==> src/design/tovs_pkg.sv <==
`timescale 1ns / 1ps

package tovs_pkg;

  // Value format: two's complement with 16 fraction bits.
  localparam int unsigned VW = 32;
  // Control period register width.
  localparam int unsigned CW = 16;
  // Width of three times the period.
  localparam int unsigned TW = CW + 2;
  // Predicted error width.
  localparam int unsigned PW = VW + 2;
  // Square root radicand and root widths.
  localparam int unsigned NW = 2 * VW + 2;
  localparam int unsigned SW = VW + 1;
  // Dividend width for the overshoot clip quotient.
  localparam int unsigned DW = VW + CW;
  // Reset value of the control period.
  localparam logic [CW-1:0] CYCLE_RESET = CW'(328);

  typedef struct packed {
    logic                 command;
    logic signed [VW-1:0] position_error;
    logic signed [VW-1:0] max_velocity;
    logic signed [VW-1:0] current_velocity;
    logic [VW-2:0]        acceleration;
    logic signed [VW-1:0] end_velocity;
  } in_t;

  typedef struct packed {
    logic signed [VW-1:0] velocity_ref;
    logic                 overshoot_clipped;
  } out_t;

  // Item state carried through the square root and divider stages.
  typedef struct packed {
    logic                 cmd;
    logic signed [VW-1:0] err;
    logic [VW-1:0]        cap;
    logic                 pred_pos;
    logic                 pred_neg;
    logic [CW-1:0]        cyc;
    logic [TW-1:0]        tri3;
    logic [NW-1:0]        srem;
    logic [SW-1:0]        root;
    logic [CW-1:0]        drem;
    logic [DW-1:0]        dsh;
  } pipe_t;

endpackage

==> src/design/tovs_iter.sv <==
`timescale 1ns / 1ps

module tovs_iter #(
  parameter int unsigned STEP = 0
) (
  input  logic            clk_i,
  input  logic            rst_ni,
  input  logic            in_valid_i,
  output logic            in_ready_o,
  input  tovs_pkg::pipe_t in_pipe_i,
  output logic            out_valid_o,
  input  logic            out_ready_i,
  output tovs_pkg::pipe_t out_pipe_o
);

  localparam int unsigned NW      = tovs_pkg::NW;
  localparam int unsigned SW      = tovs_pkg::SW;
  localparam int unsigned CW      = tovs_pkg::CW;
  localparam int unsigned DW      = tovs_pkg::DW;
  localparam bit          DO_SQRT = (STEP < SW);
  localparam int unsigned BIT     = (STEP < SW) ? (SW - 1 - STEP) : 0;

  logic            valid_q;
  tovs_pkg::pipe_t pipe_q;
  tovs_pkg::pipe_t pipe_d;
  logic [NW:0]     trial;
  logic [CW:0]     part;

  assign in_ready_o = !valid_q || out_ready_i;

  // One quotient bit per stage, and one root bit (restoring square root) in each of the first SW stages.
  always_comb begin
    pipe_d = in_pipe_i;
    trial  = ({1'b0, NW'(in_pipe_i.root)} << (BIT + 1)) + ((NW+1)'(1) << (2 * BIT));
    if (DO_SQRT && ({1'b0, in_pipe_i.srem} >= trial)) begin
      pipe_d.srem = in_pipe_i.srem - trial[NW-1:0];
      pipe_d.root = in_pipe_i.root | (SW'(1) << BIT);
    end
    part = {in_pipe_i.drem, in_pipe_i.dsh[DW-1]};
    if (part >= {1'b0, in_pipe_i.cyc}) begin
      pipe_d.drem = CW'(part - {1'b0, in_pipe_i.cyc});
      pipe_d.dsh  = {in_pipe_i.dsh[DW-2:0], 1'b1};
    end else begin
      pipe_d.drem = part[CW-1:0];
      pipe_d.dsh  = {in_pipe_i.dsh[DW-2:0], 1'b0};
    end
  end

  always_ff @(posedge clk_i or negedge rst_ni) begin
    if (!rst_ni) begin
      valid_q <= 1'b0;
    end else if (in_ready_o) begin
      valid_q <= in_valid_i;
    end
  end

  always_ff @(posedge clk_i) begin
    if (in_ready_o) begin
      pipe_q <= pipe_d;
    end
  end

  assign out_valid_o = valid_q;
  assign out_pipe_o  = pipe_q;

endmodule

==> config.mk <==
export PLATFORM = sky130hd
export DESIGN_NAME = tovs_iter
export DESIGN_NICKNAME = d
export VERILOG_FILES = /design/src/design/tovs_pkg.sv /design/src/design/tovs_iter.sv
export SDC_FILE = /design/constraint.sdc
export NUM_CORES = 1
export LEC_CHECK = 0
export ABC_AREA = 1
export BUFFER_PORTS_ARGS = -buffer_cell sky130_fd_sc_hd__buf_4
export CAP_MARGIN = 40
export CORE_AREA = 3 3 204 206
export DETAILED_ROUTE_END_ITERATION = 10
export DIE_AREA = 0 0 207 209
export GPL_ROUTABILITY_DRIVEN = 1
export GPL_TIMING_DRIVEN = 0
export HOLD_SLACK_MARGIN = 0.05
export SETUP_SLACK_MARGIN = 0.2
export SYNTH_ARGS = -nofsm -noshare
export SYNTH_HDL_FRONTEND = slang
export SYNTH_SLANG_ARGS = --single-unit
==> constraint.sdc <==
create_clock -name clk_i -period 19.28 [get_ports clk_i]
set_clock_uncertainty 0.15 [all_clocks]
set_input_delay 0 -clock clk_i [delete_from_list [all_inputs] [get_ports clk_i]]
set_output_delay 0 -clock clk_i [all_outputs]
set_load 0.1 [all_outputs]
==> key figures, run 1 <==
Status
  – Outcome: stopped before the end
  – Last stage: clock tree synthesis (4_1_cts)
  – Error: [ERROR RSZ-0060] Max buffer count reached.

Floorplanning
  – Row count: 73
  – Initial core utilization: 0.315
  – Horiz. Die Dim: 207 microns
  – Die Y: 209 microns
  – Num ports: 534

Yosys
  – Top-area cell type share of the netlist area: 0.632
  – Mapped Area: 12500 sq um
  – Syn Area/Cell: 10.4 sq um
  – Netlist cell types: 36
  – Top cells by area, synth: edfxtp_1 (63%), nand2_1 (12%), inv_1 (6.1%), ha_1 (5.0%), nand3_1 (3.6%)
  – Ys async rst share: 0.00377
  – Most used DFF post-synth: edfxtp_1
  – Syn_nets: 1531
  – #FFs+latches synth: ~270
  – Mapped Cells: 1211
  – Number of synthesized flops with an enable pin: 264
  – Synth area leader: edfxtp_1
  – YS warnings: 0
  – Sequential-to-total area share from yosys stat: 0.634

Placed design
  – Worst slack, placed: 16760 ps
  – Placer Congestion: 0.902
  – Area after DPL: ~17000 sq um
  – Port buffer count: 533
  – Detailed placement HPWL: 37600 microns

Clock tree
  – Clock buffer depth: 3
  – Root Driver: clkbuf_16
  – TritonCTS Buffers: 31
  – H-tree Lvls: 1
  – Hold buffer count at cts: 467
  – Post-CTS sizing: 0
  – Sink Count: 265
  – Post CTS Setup Buffer Count: 0
-- cell usage after synthesis, types with 6 or more instances --
master	number
a21oi_1	36
and2_1	6
buf_2	6
edfxtp_1	264
ha_1	50
inv_1	204
nand2_1	389
nand2_2	16
nand3_1	89
nand4_1	7
nor2_1	56
nor2_2	7
nor3_1	13
o21ai_0	6
xor2_1	21
-- kinds of logic after synthesis --
| kind of cell | Yosys count | share of synthesized area |
|---|---|---|
| AND/OR/NAND/NOR | 599 | 0.204 |
| flip-flops | 265 | 0.634 |
| buffers and inverters | 220 | 0.0704 |
| adder cells (fa/ha/maj) | 52 | 0.0531 |
| AO/OA/AOI/OAI | 50 | 0.0215 |
| XOR/XNOR | 25 | 0.0175 |
-- stage by stage --
stage,cells,hold slack (ps),util
2_1_floorplan,1211,-446,-
3_3_place_gp,2269,-374,0.432
3_5_place_dp,2273,-371,0.435
==> run 2, diff against run 1 <==
--- a/config.mk
+++ b/config.mk
@@ -8,13 +8,12 @@
 export ABC_AREA = 1
 export BUFFER_PORTS_ARGS = -buffer_cell sky130_fd_sc_hd__buf_4
 export CAP_MARGIN = 40
-export CORE_AREA = 3 3 204 206
+export CORE_MARGIN = 3
+export CORE_UTILIZATION = 25
 export DETAILED_ROUTE_END_ITERATION = 10
-export DIE_AREA = 0 0 207 209
 export GPL_ROUTABILITY_DRIVEN = 1
 export GPL_TIMING_DRIVEN = 0
-export HOLD_SLACK_MARGIN = 0.05
-export SETUP_SLACK_MARGIN = 0.2
+export PLACE_DENSITY_LB_ADDON = 0.15
 export SYNTH_ARGS = -nofsm -noshare
 export SYNTH_HDL_FRONTEND = slang
 export SYNTH_SLANG_ARGS = --single-unit
==> run 2 against run 1 <==
The flow now finishes without violations. Area after synthesis unchanged. Synthesized cell count unchanged.
==> key figures, run 2 <==
Status
  – Outcome: finished, final reports clean

Power
  – Clk network pwr share: 0.297
  – Leak: 0.0102 uW
  – Internal power: 1250 uW
  – Sw frac: 0.391
  – Worst VDD drop: 0.0688 mV
  – Power density over cell area: between 90 and 100 nW/um^2
  – Sequential group share of total power: 0.347
  – Switching power: 803 uW
  – Logic pwr share: 0.356

Global route
  – Largest net degree at the start of global routing: 62
  – Number of global-route vias before repair: 12000
  – Total gr overflow: 0
  – First-pass GRT wire length: 73300 microns
  – GRT Total Usage: 0.182
  – Antenna violations before repair: 5

Final layout
  – Fillers: 4775
  – Commonest non-fill, non-tap cells in the layout: buf_4 (536), nand2_1 (388), dlygate4sd3_1 (303), edfxtp_1 (264), inv_1 (204)
  – Nets: 2407
  – Layout cells sized above 1: 0.300
  – Max reg flops: 264
  – Most common cell after layout, fill and taps aside: buf_4
  – Layout Cells excl Fill: approximately 2800
  – Area Overhead vs Synth: 72.0%

Floorplanning
  – Row count: 81 (+11%)
  – DIE AREA: approximately 53000 sq um
  – Initial core utilization: 0.255 (-0.0603)
  – Die Y: 230 microns (+10%)
  – Horiz. Die Dim: 230 microns (+11%)
  – Core area: around 50000 sq um
  – Num ports: 534 (unchanged)

Clock tree
  – Post CTS Setup Buffer Count: 0 (unchanged)
  – Root Driver: clkbuf_16
  – Clock Latency Late Sink: between 500 and 600 ps
  – TritonCTS Buffers: 34 (+9.7%)
  – H-tree Lvls: 2 (+1)
  – CTS tree: built
  – Clock-pin slew on the worst setup and hold paths: 60 ps
  – Sink Count: 265 (unchanged)
  – Clock buffer depth: 3 (unchanged)

Critical path
  – Endpoint class of the critical path: primary output
  – Nature of the critical path startpoint: flop
  – Type of the worst setup path: reg -> out
  – Crit-path max FO: 57
  – Worst EP arrival: just under 3000 ps
  – Worst EP required: roughly 19000 ps

Run
  – Max_cap viols: 0

Placed design
  – Dpl cells: 2412 (+6.1%)
  – Port buffer count: 533 (unchanged)
  – Detailed placement HPWL: 37900 microns (+0.81%)
  – Placer Congestion: 0.874 (-3.0%)

Timing
  – Setup_tns: 0 ps
  – Unrepaired setup endpoints after global routing: no
  – Tmin final: 3060 ps
  – Period utilization: 0.159
  – # setup viols final: 0
  – WHS: 34.7 ps
  – Worst-margin pin slew: 724 ps
  – Slew margin rel.: 0.517
  – Final Hold Vio Count: 0
  – Final Slew Violations: 0
  – Upper clock frequency limit: 327 MHz

Yosys
  – Mapped Cells: 1211 (unchanged)
  – Most used DFF post-synth: edfxtp_1
  – Syn_nets: 1531 (unchanged)
  – Netlist cell types: 36 (unchanged)
  – Synth cell count leaders: nand2_1 (389), edfxtp_1 (264), inv_1 (204)
  – Syn Area/Cell: 10.4 sq um (unchanged)
  – Number of synthesized flops with an enable pin: 264 (unchanged)
  – Ys async rst share: 0.00377 (unchanged)
  – Top cells by area, synth: edfxtp_1 (63%), nand2_1 (12%), inv_1 (6.1%), ha_1 (5.0%), nand3_1 (3.6%)
  – YS warnings: 0 (unchanged)
  – #FFs+latches synth: 265 (unchanged)
  – Top-area cell type share of the netlist area: 0.632 (unchanged)
  – Synth area leader: edfxtp_1
  – Mapped Area: 12500 sq um (unchanged)
  – Most common cell in the netlist: nand2_1
  – Sequential-to-total area share from yosys stat: 0.634 (unchanged)

Route
  – Routed WL: 49500 microns
  – DR WL/cell: 17.8 microns
  – 1st-pass router iterations: 5
  – Vias per cell: 4.18
  – Via count: 11600
  – First DRT Iteration DRCs: about 420
  – Residual DRC: 0
  – Antenna Nets Post-Route: 0

Min path
  – Worst Hold Class: in -> reg
-- run 2: cell counts after synthesis --
Identical to the previous run, type by type.
-- run 2: cells by family after synthesis --
family,after synthesis,synth area share
xor+xnor,25,0.0175
compound gates,50,0.0215
flops,265,0.634
simple gates,599,0.204
fa+ha+maj,52,0.0531
buf+inv,220,0.0704
-- run 2: layer usage --
metal  track usage  wire length [microns]  share of wire  vias to the layer above
li1              -                      -              -                     5715
met1         0.205                  19200           0.39                     5430
met2         0.330                  25400           0.51                      352
met3        0.0409                   2900          0.059                      100
met4        0.0744                   1910          0.039                        6
met5             0                     41        0.00083                        -
-- run 2: worst paths after layout --
kind | start | to | slack, ps | depth (start not counted)
hold / removal | in_pipe_i[32] | out_pipe_o[33] | 30 | 2
max in group asynchronous | rst_ni | out_valid_o | 18710 | 3
hold reg to reg | out_valid_o | out_pipe_o[184] | 970 | 1
setup reg to reg | out_valid_o | out_pipe_o[93] | 16770 | 4
min in group asynchronous | rst_ni | out_valid_o | 170 | 3
setup / recovery | out_valid_o | in_ready_o | 16220 | 5
-- run 2: critical path, cell delays in order (launching register included) --
cell and delay (ps):
dfrtp_1 410, nand2_4 550, buf_16 360, buf_16 280, buf_16 300, buf_4 350
-- run 2: layout make-up --
class,count,area [sq um],area share
Antenna cell,2,5.00,0.000232
Buffer,13,106,0.00493
Clock buffer,40,895,0.0414
Clock inverter,16,155,0.00719
Inverter,207,777,0.0360
Multi-Input combinational cell,726,3720,0.172
Sequential cell,265,7950,0.368
Tap cell,664,831,0.0385
Timing Repair Buffer,840,7140,0.331
-- run 2: power groups by stage --
stage | combinational (uW) | sequential, uW | clock, uW
final | 731 | 712 | 608
after global routing | 767 | 716 | 655
after CTS | 735 | 712 | 634
after detailed placement | 678 | 723 | 0
after global placement | 675 | 737 | 0
after floorplan | 130 | 1100 | 0
-- run 2: stage by stage --
| stage | setup slack [ps] | total power, uW | utilization | area, sq um |
|---|---|---|---|---|
| after floorplan | 10850 | 1230 | - | 12500 |
| after global placement | 9070 | 1410 | 0.353 | 17400 |
| after detailed placement | 16770 | 1400 | 0.355 | 17500 |
| after CTS | 16160 | 2080 | 0.438 | 21600 |
| after global routing | 16050 | 2140 | 0.438 | 21600 |
| final | 16220 | 2050 | 0.438 | 21600 |
-- run 2: timing repair --
action,in CTS,in global routing
resized for setup,0,0
hold buffers,302,1
endpoints found under the hold margin,265,1
Note: power is estimated with default switching activity, not from simulation.
