==> src/design/tovs_pkg.sv <==
`timescale 1ns / 1ps

package tovs_pkg;

  // Value format: two's complement with 16 fraction bits.
  localparam int unsigned VW = 32;
  // Control period register width.
  localparam int unsigned CW = 16;
  // Width of three times the period.
  localparam int unsigned TW = CW + 2;
  // Predicted error width.
  localparam int unsigned PW = VW + 2;
  // Square root radicand and root widths.
  localparam int unsigned NW = 2 * VW + 2;
  localparam int unsigned SW = VW + 1;
  // Dividend width for the overshoot clip quotient.
  localparam int unsigned DW = VW + CW;
  // Reset value of the control period.
  localparam logic [CW-1:0] CYCLE_RESET = CW'(328);

  typedef struct packed {
    logic                 command;
    logic signed [VW-1:0] position_error;
    logic signed [VW-1:0] max_velocity;
    logic signed [VW-1:0] current_velocity;
    logic [VW-2:0]        acceleration;
    logic signed [VW-1:0] end_velocity;
  } in_t;

  typedef struct packed {
    logic signed [VW-1:0] velocity_ref;
    logic                 overshoot_clipped;
  } out_t;

  // Item state carried through the square root and divider stages.
  typedef struct packed {
    logic                 cmd;
    logic signed [VW-1:0] err;
    logic [VW-1:0]        cap;
    logic                 pred_pos;
    logic                 pred_neg;
    logic [CW-1:0]        cyc;
    logic [TW-1:0]        tri3;
    logic [NW-1:0]        srem;
    logic [SW-1:0]        root;
    logic [CW-1:0]        drem;
    logic [DW-1:0]        dsh;
  } pipe_t;

endpackage

==> src/design/tovs_back.sv <==
`timescale 1ns / 1ps

module tovs_back (
  input  logic            clk_i,
  input  logic            rst_ni,
  input  logic            in_valid_i,
  output logic            in_ready_o,
  input  tovs_pkg::pipe_t in_pipe_i,
  output logic            out_valid_o,
  input  logic            out_ready_i,
  output tovs_pkg::out_t  out_beat_o
);

  localparam int unsigned VW = tovs_pkg::VW;
  localparam int unsigned TW = tovs_pkg::TW;
  localparam int unsigned SW = tovs_pkg::SW;
  localparam int unsigned DW = tovs_pkg::DW;
  localparam int unsigned PW = tovs_pkg::PW;

  logic v1_q, v2_q, v3_q;
  logic rdy1, rdy2, rdy3;

  logic                   cmd1_q, cmd2_q;
  logic signed [VW-1:0]   err1_q, err2_q;
  logic [TW-1:0]          tri1_q;
  logic [DW-1:0]          quo1_q, quo2_q;
  logic signed [VW:0]     ref1_q, ref2_q;
  logic signed [VW+TW+1:0] rprod2_q;
  tovs_pkg::out_t         beat3_q;

  assign rdy3       = !v3_q || out_ready_i;
  assign rdy2       = !v2_q || rdy3;
  assign rdy1       = !v1_q || rdy2;
  assign in_ready_o = rdy1;

  always_ff @(posedge clk_i or negedge rst_ni) begin
    if (!rst_ni) begin
      v1_q <= 1'b0;
      v2_q <= 1'b0;
      v3_q <= 1'b0;
    end else begin
      if (rdy1) v1_q <= in_valid_i;
      if (rdy2) v2_q <= v1_q;
      if (rdy3) v3_q <= v2_q;
    end
  end

  // Stage 1: cap the root and point it against the predicted error.
  logic [SW-1:0]      speed;
  logic signed [VW:0] ref_d;

  always_comb begin
    speed = (in_pipe_i.root > SW'(in_pipe_i.cap)) ? SW'(in_pipe_i.cap) : in_pipe_i.root;
    if (in_pipe_i.pred_pos) begin
      ref_d = -$signed(speed);
    end else if (in_pipe_i.pred_neg || in_pipe_i.cmd) begin
      ref_d = $signed(speed);
    end else begin
      ref_d = '0;
    end
  end

  always_ff @(posedge clk_i) begin
    if (rdy1) begin
      cmd1_q <= in_pipe_i.cmd;
      err1_q <= in_pipe_i.err;
      tri1_q <= in_pipe_i.tri3;
      quo1_q <= in_pipe_i.dsh;
      ref1_q <= ref_d;
    end
  end

  // Stage 2: distance covered in 1.5 cycles at the new reference.
  always_ff @(posedge clk_i) begin
    if (rdy2) begin
      cmd2_q   <= cmd1_q;
      err2_q   <= err1_q;
      quo2_q   <= quo1_q;
      ref2_q   <= ref1_q;
      rprod2_q <= ref1_q * $signed({1'b0, tri1_q});
    end
  end

  // Stage 3: overshoot check, clip value and saturation.
  logic signed [VW+TW+1:0] ahead;
  logic signed [PW:0]      chk;
  logic                    clip;
  logic [VW-1:0]           dlim;
  logic signed [VW:0]      cref;
  logic signed [VW:0]      fin;
  logic signed [VW-1:0]    sat;

  always_comb begin
    ahead = rprod2_q >>> 17;
    chk   = $signed({{3{err2_q[VW-1]}}, err2_q}) + ahead[PW:0];
    clip  = !cmd2_q && ((chk < 0 && err2_q > 0) || (chk > 0 && err2_q < 0));
    dlim  = (quo2_q > DW'({1'b1, {(VW-1){1'b0}}})) ? {1'b1, {(VW-1){1'b0}}}
                                                   : quo2_q[VW-1:0];
    cref  = (err2_q > 0) ? -$signed({1'b0, dlim}) : $signed({1'b0, dlim});
    fin   = clip ? cref : ref2_q;
    if (fin > $signed({2'b00, {(VW-1){1'b1}}})) begin
      sat = {1'b0, {(VW-1){1'b1}}};
    end else if (fin < $signed({2'b11, {(VW-1){1'b0}}})) begin
      sat = {1'b1, {(VW-1){1'b0}}};
    end else begin
      sat = fin[VW-1:0];
    end
  end

  always_ff @(posedge clk_i) begin
    if (rdy3) begin
      beat3_q.velocity_ref      <= sat;
      beat3_q.overshoot_clipped <= clip;
    end
  end

  assign out_valid_o = v3_q;
  assign out_beat_o  = beat3_q;

endmodule

==> config.mk <==
export PLATFORM = sky130hd
export DESIGN_NAME = tovs_back
export DESIGN_NICKNAME = d
export VERILOG_FILES = /design/src/design/tovs_pkg.sv /design/src/design/tovs_back.sv
export SDC_FILE = /design/constraint.sdc
export NUM_CORES = 2
export LEC_CHECK = 0
export ABC_AREA = 1
export CAP_MARGIN = 20
export CORE_ASPECT_RATIO = 1.75
export CORE_MARGIN = 2
export CORE_UTILIZATION = 60
export CTS_CLUSTER_SIZE = 8
export DETAILED_ROUTE_END_ITERATION = 10
export DONT_BUFFER_PORTS = 1
export MAX_ROUTING_LAYER = met4
export PLACE_DENSITY = 0.86
export SETUP_SLACK_MARGIN = 0.2
export SLEW_MARGIN = 30
export SYNTH_ARGS = -nofsm -noshare
export SYNTH_HDL_FRONTEND = slang
export SYNTH_SLANG_ARGS = --single-unit
==> constraint.sdc <==
create_clock -name clk_i -period 7 [get_ports clk_i]
set_input_delay 0 -clock clk_i [delete_from_list [all_inputs] [get_ports clk_i]]
set_output_delay 0 -clock clk_i [all_outputs]
set_load 0.01 [all_outputs]
## Word level (Yosys, flattened, before mapping)

Cells that the tools add are included.

- Word-level logic and storage cells: 46
- Bits of input ports: 268
- Register bits: 334
- Output and inout port bits: 35

- $mul: 1
- $add $sub $neg: 3
- Reductions and logical operators: 12
- Magnitude comparators: 8
- Muxes and demuxes: 7

Operator list:

| operator | count |
|---|---|
| two-way mux 33 bit | 5 |
| two-way mux 32 bit | 2 |
| multiplier 33 x 19 -> 52 bit | 1 |
| greater-than comparator 48 x 32 -> 1 bit, second input constant | 1 |
| adder 35 bit | 1 |
| greater-than comparator 35 x 1 -> 1 bit, second input constant | 1 |
| less-than comparator 35 x 1 -> 1 bit, second input constant | 1 |
| greater-than comparator 33 x 32 -> 1 bit | 1 |
| greater-than comparator 33 x 32 -> 1 bit, second input constant | 1 |
| less-than comparator 33 x 32 -> 1 bit, second input constant | 1 |
| negation 32 -> 33 bit | 1 |
| negation 33 bit | 1 |
| greater-than comparator 32 x 1 -> 1 bit, second input constant | 1 |
| less-than comparator 32 x 1 -> 1 bit, second input constant | 1 |
| logical OR 1 bit | 5 |
| logical NOT 1 bit | 4 |
| logical AND 1 bit | 3 |

## Longest topological paths before layout

- Depth in word-level cells: 8
- Depth in mapped cells: 34
- Gate-level depth less buffers: 32

## Worst setup path before layout

Ideal clock, no wire load.

- Path type: register to register
- Start: register ref1_q[17]
- End: register rprod2_q[45], data pin
- Cell stages (with the launch flop): 26
- Required time: 6.742 ns
- Path buffers: 2
- Setup time: 0.258 ns
- Setup slack: 0.748 ns
- Arrival time: 5.994 ns
- Period minus slack after synthesis: 6.252 ns
- Path through: edfxtp_1 > clkbuf_1 > clkbuf_1 > nand2_1 > fa_1 > inv_1 > fa_1 > inv_1 > fa_1 > inv_1 > fa_1 > fa_1 > inv_1 > fa_1 > inv_1 > ha_1 > nand2_1 > nor3_1 > nand2_1 > o21ai_0 > nand4_1 > o211ai_1 > a21boi_0 > o21ai_0 > a31oi_1 > xnor2_1

- Longest elaborated chain between the ends: 1

Ends and longest elaborated chain:

| element | line | RTL |
|---|---|---|
| from (decl) | tovs_back.sv:27 | `logic signed [VW:0] ref1_q, ref2_q;` |
| from (signal assigned) | tovs_back.sv:69 | `ref1_q <= ref_d;` |
| multiplier 33 x 19 -> 52 bit | tovs_back.sv:80 | `rprod2_q <= ref1_q * $signed({1'b0, tri1_q});` |
| to (signal assigned) | tovs_back.sv:80 |  |
| to (decl) | tovs_back.sv:28 | `logic signed [VW+TW+1:0] rprod2_q;` |

Every way passes these cells.
A chain may end at the register's enable or synchronous reset.

## Worst setup path in the final report

- Start: register ref1_q[5]
- End: register rprod2_q[40], data pin

Same word-level chain as after synthesis.

==> run_results.csv <==
group,metric,value,unit
critical_path,critPathRequiredTime,7380,ps
layout,most_common_library_cell_in_the_layout_ignoring_fill_and_taps,"inv_1",
sta,slew_of_the_pin_with_the_lowest_slew_margin,1030,ps
critical_path,critical_path.top_delay_family,"adder cells",
global_route,grtUsageTotal,34.4,%
route,detail_route.first_pass.iterations,11,
critical_path,worst-path-buf-inv,7,
placement,place.detailed.hpwl,80700,um
sta,worst_slack,371,ps
critical_path,endpoint_kind_of_the_worst_setup_timing_path,"flip-flop",
layout,final_net_count,6023,
critical_path,rr_endpoint,"rprod2_q[40]$_DFFE_PP_",
route,detail-route-antenna-nets,0,
floorplan,io_pins,303,
cts,cts-root-buf,"clkbuf_16",
floorplan,rows,123,
layout,fin_area,0.0437,mm2
sta,maxSlewHeadroom,31.5,%
run_status,result_of_the_run,"finished clean",
sta,max_freq,151,MHz
critical_path,slowest_stage,"edfxtp_1",
synth,yosysSeqAreaShare,24.4,%
critical_path,worst_r2r_path_depth,25,
floorplan,die_area,0.0670,mm2
synth,netlist_area,0.0389,mm2
layout,mostFrequentLayoutCells,"inv_1, nand2_1, fa_1",
sta,setup-violations-final,0,
worst_hold_path,worst_hold_path.num_cells,1,
synth,netlist-cell-type-count,51,
floorplan,floorplan_core_area,0.0642,mm2
cts,tritoncts,"done",
global_route,antenna_violations_before_repair,5,
synth,syn-instance-count,4784,
route,detail_route.drc_violations,0,
sta,worst_clock_skew,63.0,ps
cts,worst_skew_pair.late_latency,620,ps
critical_path,timing.rr.start,"ref1_q[5]$_DFFE_PP_",
worst_hold_path,holdCritStartpoint,"in_pipe_i[8]",
route,routed_via_density,5.56,
sta,share_of_the_clock_period_used_by_the_worst_path_after_layout,94.7,%
cts,tritoncts.num_buffers,45,
critical_path,timing.critical_path.arrival,7010,ps
floorplan,die-width,196,um
critical_path,worst_path_largest_cell_delay,610,ps
placement,dpl_worst_slack,217,ps
floorplan,initial_core_util,60.6,%
placement,gp_congestion,0.970,
global_route,grt_first_pass_wirelength,172000,um
global_route,grt_max_degree,82,
placement,numPortBuffers,0,
sta,report.final.slew_viol_count,0,
cts,clkTransAtPathRegs,50,ps
global_route,globalRouteOverflowTotal,0,
worst_hold_path,worst_hold_path_type,"input port to flip-flop",
sta,setup_tns,0,ps
critical_path,maximum_fanout_encountered_on_the_critical_timing_path,12,
critical_path,timing_worst_setup_path_type,"flip-flop to flip-flop",
run,max_cap_violations,0,
synth,synth_area_per_cell,8.13,um2
critical_path,cp_startpoint_kind,"flip-flop",
sta,grt_setup_unrepaired,"false",
layout,final.fill_count,4719,
synth,yosys_register_bits,317,
sta,final_hold_slack,19.6,ps
route,drtIter0Drc,2703,
cts,clk_sink_count,317,
route,dr_total_vias,32400,
placement,detailed_place.area,0.0399,mm2
sta,fin_crit,6630,ps
critical_path,setup.reg_to_reg.worst_slack,370,ps
route,avgRoutedWirePerCell,19.0,um
cts,max-clock-path-buffers,3,
layout,areaGrowthSynthToFinish,12.4,%
global_route,first_global_vias,34600,
synth,syn_nets,5818,
critical_path,critical-path-top-cell-by-count,"inv_1",
floorplan,die_y,341,um
synth,ys_warn_count,0,
layout,final_layout_size_suffix_gt1_share,6.06,%
worst_hold_path,whs_endpoint,"quo1_q[8]$_DFFE_PP_",
route,route.final.wire_length,110000,um
sta,number_of_hold_slack_violations_in_the_final_timing_report,0,
cts,h-tree-depth,2,
## sequential cells by signal, summed over array words and instances, names as in the netlist
signal       count
cmd1_q           1
cmd2_q           1
err1_q          32
err2_q          32
out_beat_o      33
out_valid_o      1
quo1_q          48
quo2_q          48
ref1_q          33
ref2_q          33
rprod2_q        35
tri1_q          18
v1_q             1
v2_q             1
## cell families (layout without fill, tap and decap cells)
family          after synthesis  count (layout)  share of synthesized area [%]
simple gates               1802            1802                           19.0
buf+inv                    1527            1747                           15.0
fa+ha+maj                   766             766                           35.7
flops                       317             317                           24.4
compound gates              304             304                           4.35
xor+xnor                     66              66                           1.51
mux                           2               2                         0.0515
other cells                   0               5                              0
## area by class of cell
| class | count | area, um2 | area share [%] |
|---|---|---|---|
| Antenna cell | 5 | 12.5 | 0.0286 |
| Clock buffer | 58 | 1170 | 2.69 |
| Clock inverter | 4 | 85.1 | 0.195 |
| Inverter | 1355 | 5090 | 11.7 |
| Multi-Input combinational cell | 2940 | 23700 | 54.1 |
| Sequential cell | 317 | 9500 | 21.7 |
| Tap cell | 812 | 1020 | 2.32 |
| Timing Repair Buffer | 330 | 3160 | 7.24 |
## metal layers
| layer | global-route usage (%) | share of wire, % |
|---|---|---|
| met4 | 26.6 | 9.7 |
| met5 | - | 0 |
| met3 | 4.93 | 7.8 |
| met1 | 34.1 | 31 |
| met2 | 60.5 | 52 |
## worst max path at each step
stage                         start                endpoint  cells after the start
2_1_floorplan  ref1_q[17]$_DFFE_PP_  rprod2_q[45]$_DFFE_PP_                     25
3_3_place_gp    tri1_q[1]$_DFFE_PP_  rprod2_q[45]$_DFFE_PP_                     24
3_5_place_dp    tri1_q[7]$_DFFE_PP_  rprod2_q[49]$_DFFE_PP_                     26
4_1_cts        tri1_q[10]$_DFFE_PP_  rprod2_q[45]$_DFFE_PP_                     23
5_1_grt        ref1_q[26]$_DFFE_PP_  rprod2_q[50]$_DFFE_PP_                     21
6_report        ref1_q[5]$_DFFE_PP_  rprod2_q[40]$_DFFE_PP_                     25
## per-stage QoR
| stage | instances | util (%) |
|---|---|---|
| 2_1_floorplan | 4784 | - |
| 3_3_place_gp | 5508 | 62.2 |
| 3_5_place_dp | 5509 | 62.2 |
| 4_1_cts | 5772 | 67.3 |
| 5_1_grt | 5821 | 68.1 |
| 6_report | 5821 | 68.1 |
## synthesized netlist by cell type, drive strengths merged
master	count	area share, %
or2	5	0.080
xnor2	19	0.43
nand3b	5	0.096
nor4b	2	0.045
o211a	1	0.026
o221ai	2	0.045
o211ai	3	0.058
o21bai	2	0.039
a21boi	1	0.019
o21ai	126	1.6
clkinv	2	0.019
o2111ai	1	0.023
fa	573	29
mux2i	2	0.051
clkbuf	143	1.4
nand4	33	0.55
and2	2	0.032
a21o	3	0.058
o31ai	1	0.019
buf	29	0.57
o21a	14	0.27
o41ai	14	0.32
ha	193	6.2
nor2	262	2.6
nand2	1297	13
dfrtp	3	0.19
inv	1353	13
nand3	160	2.2
nor4	12	0.19
xor2	47	1.1
a21oi	117	1.5
a31oi	17	0.27
nor3	23	0.30
a211oi	2	0.039
edfxtp	314	24
and3	1	0.016
## worst reg2reg max path, stage by stage, from the launching register on
cell      delay [ps]
edfxtp_1         610
buf_4            300
nand2_1           80
inv_1             50
fa_1             410
fa_1             500
inv_1             60
fa_2             600
inv_1             80
fa_1             500
inv_1             50
fa_1             570
inv_1             70
fa_1             480
ha_4             300
a21oi_1           70
o21a_1           170
nand2_1           70
inv_1             50
o21ai_1          240
nand2_1           80
nand2_1          120
a21oi_1          120
o21ai_0          350
a21oi_1          170
xnor2_1          280
## what timing repair did
item | CTS | global route
setup buffers | 11 | 44
gates resized for setup | 0 | 25
pin swaps | 0 | 6
setup endpoints to repair | 2 | 21
gates cloned | 0 | 0
hold buffers | 190 | 0
endpoints found under the hold margin | 170 | 0
Power is not shown: default switching activity piles up to over one toggle a cycle in this logic, so the estimate is an artifact.
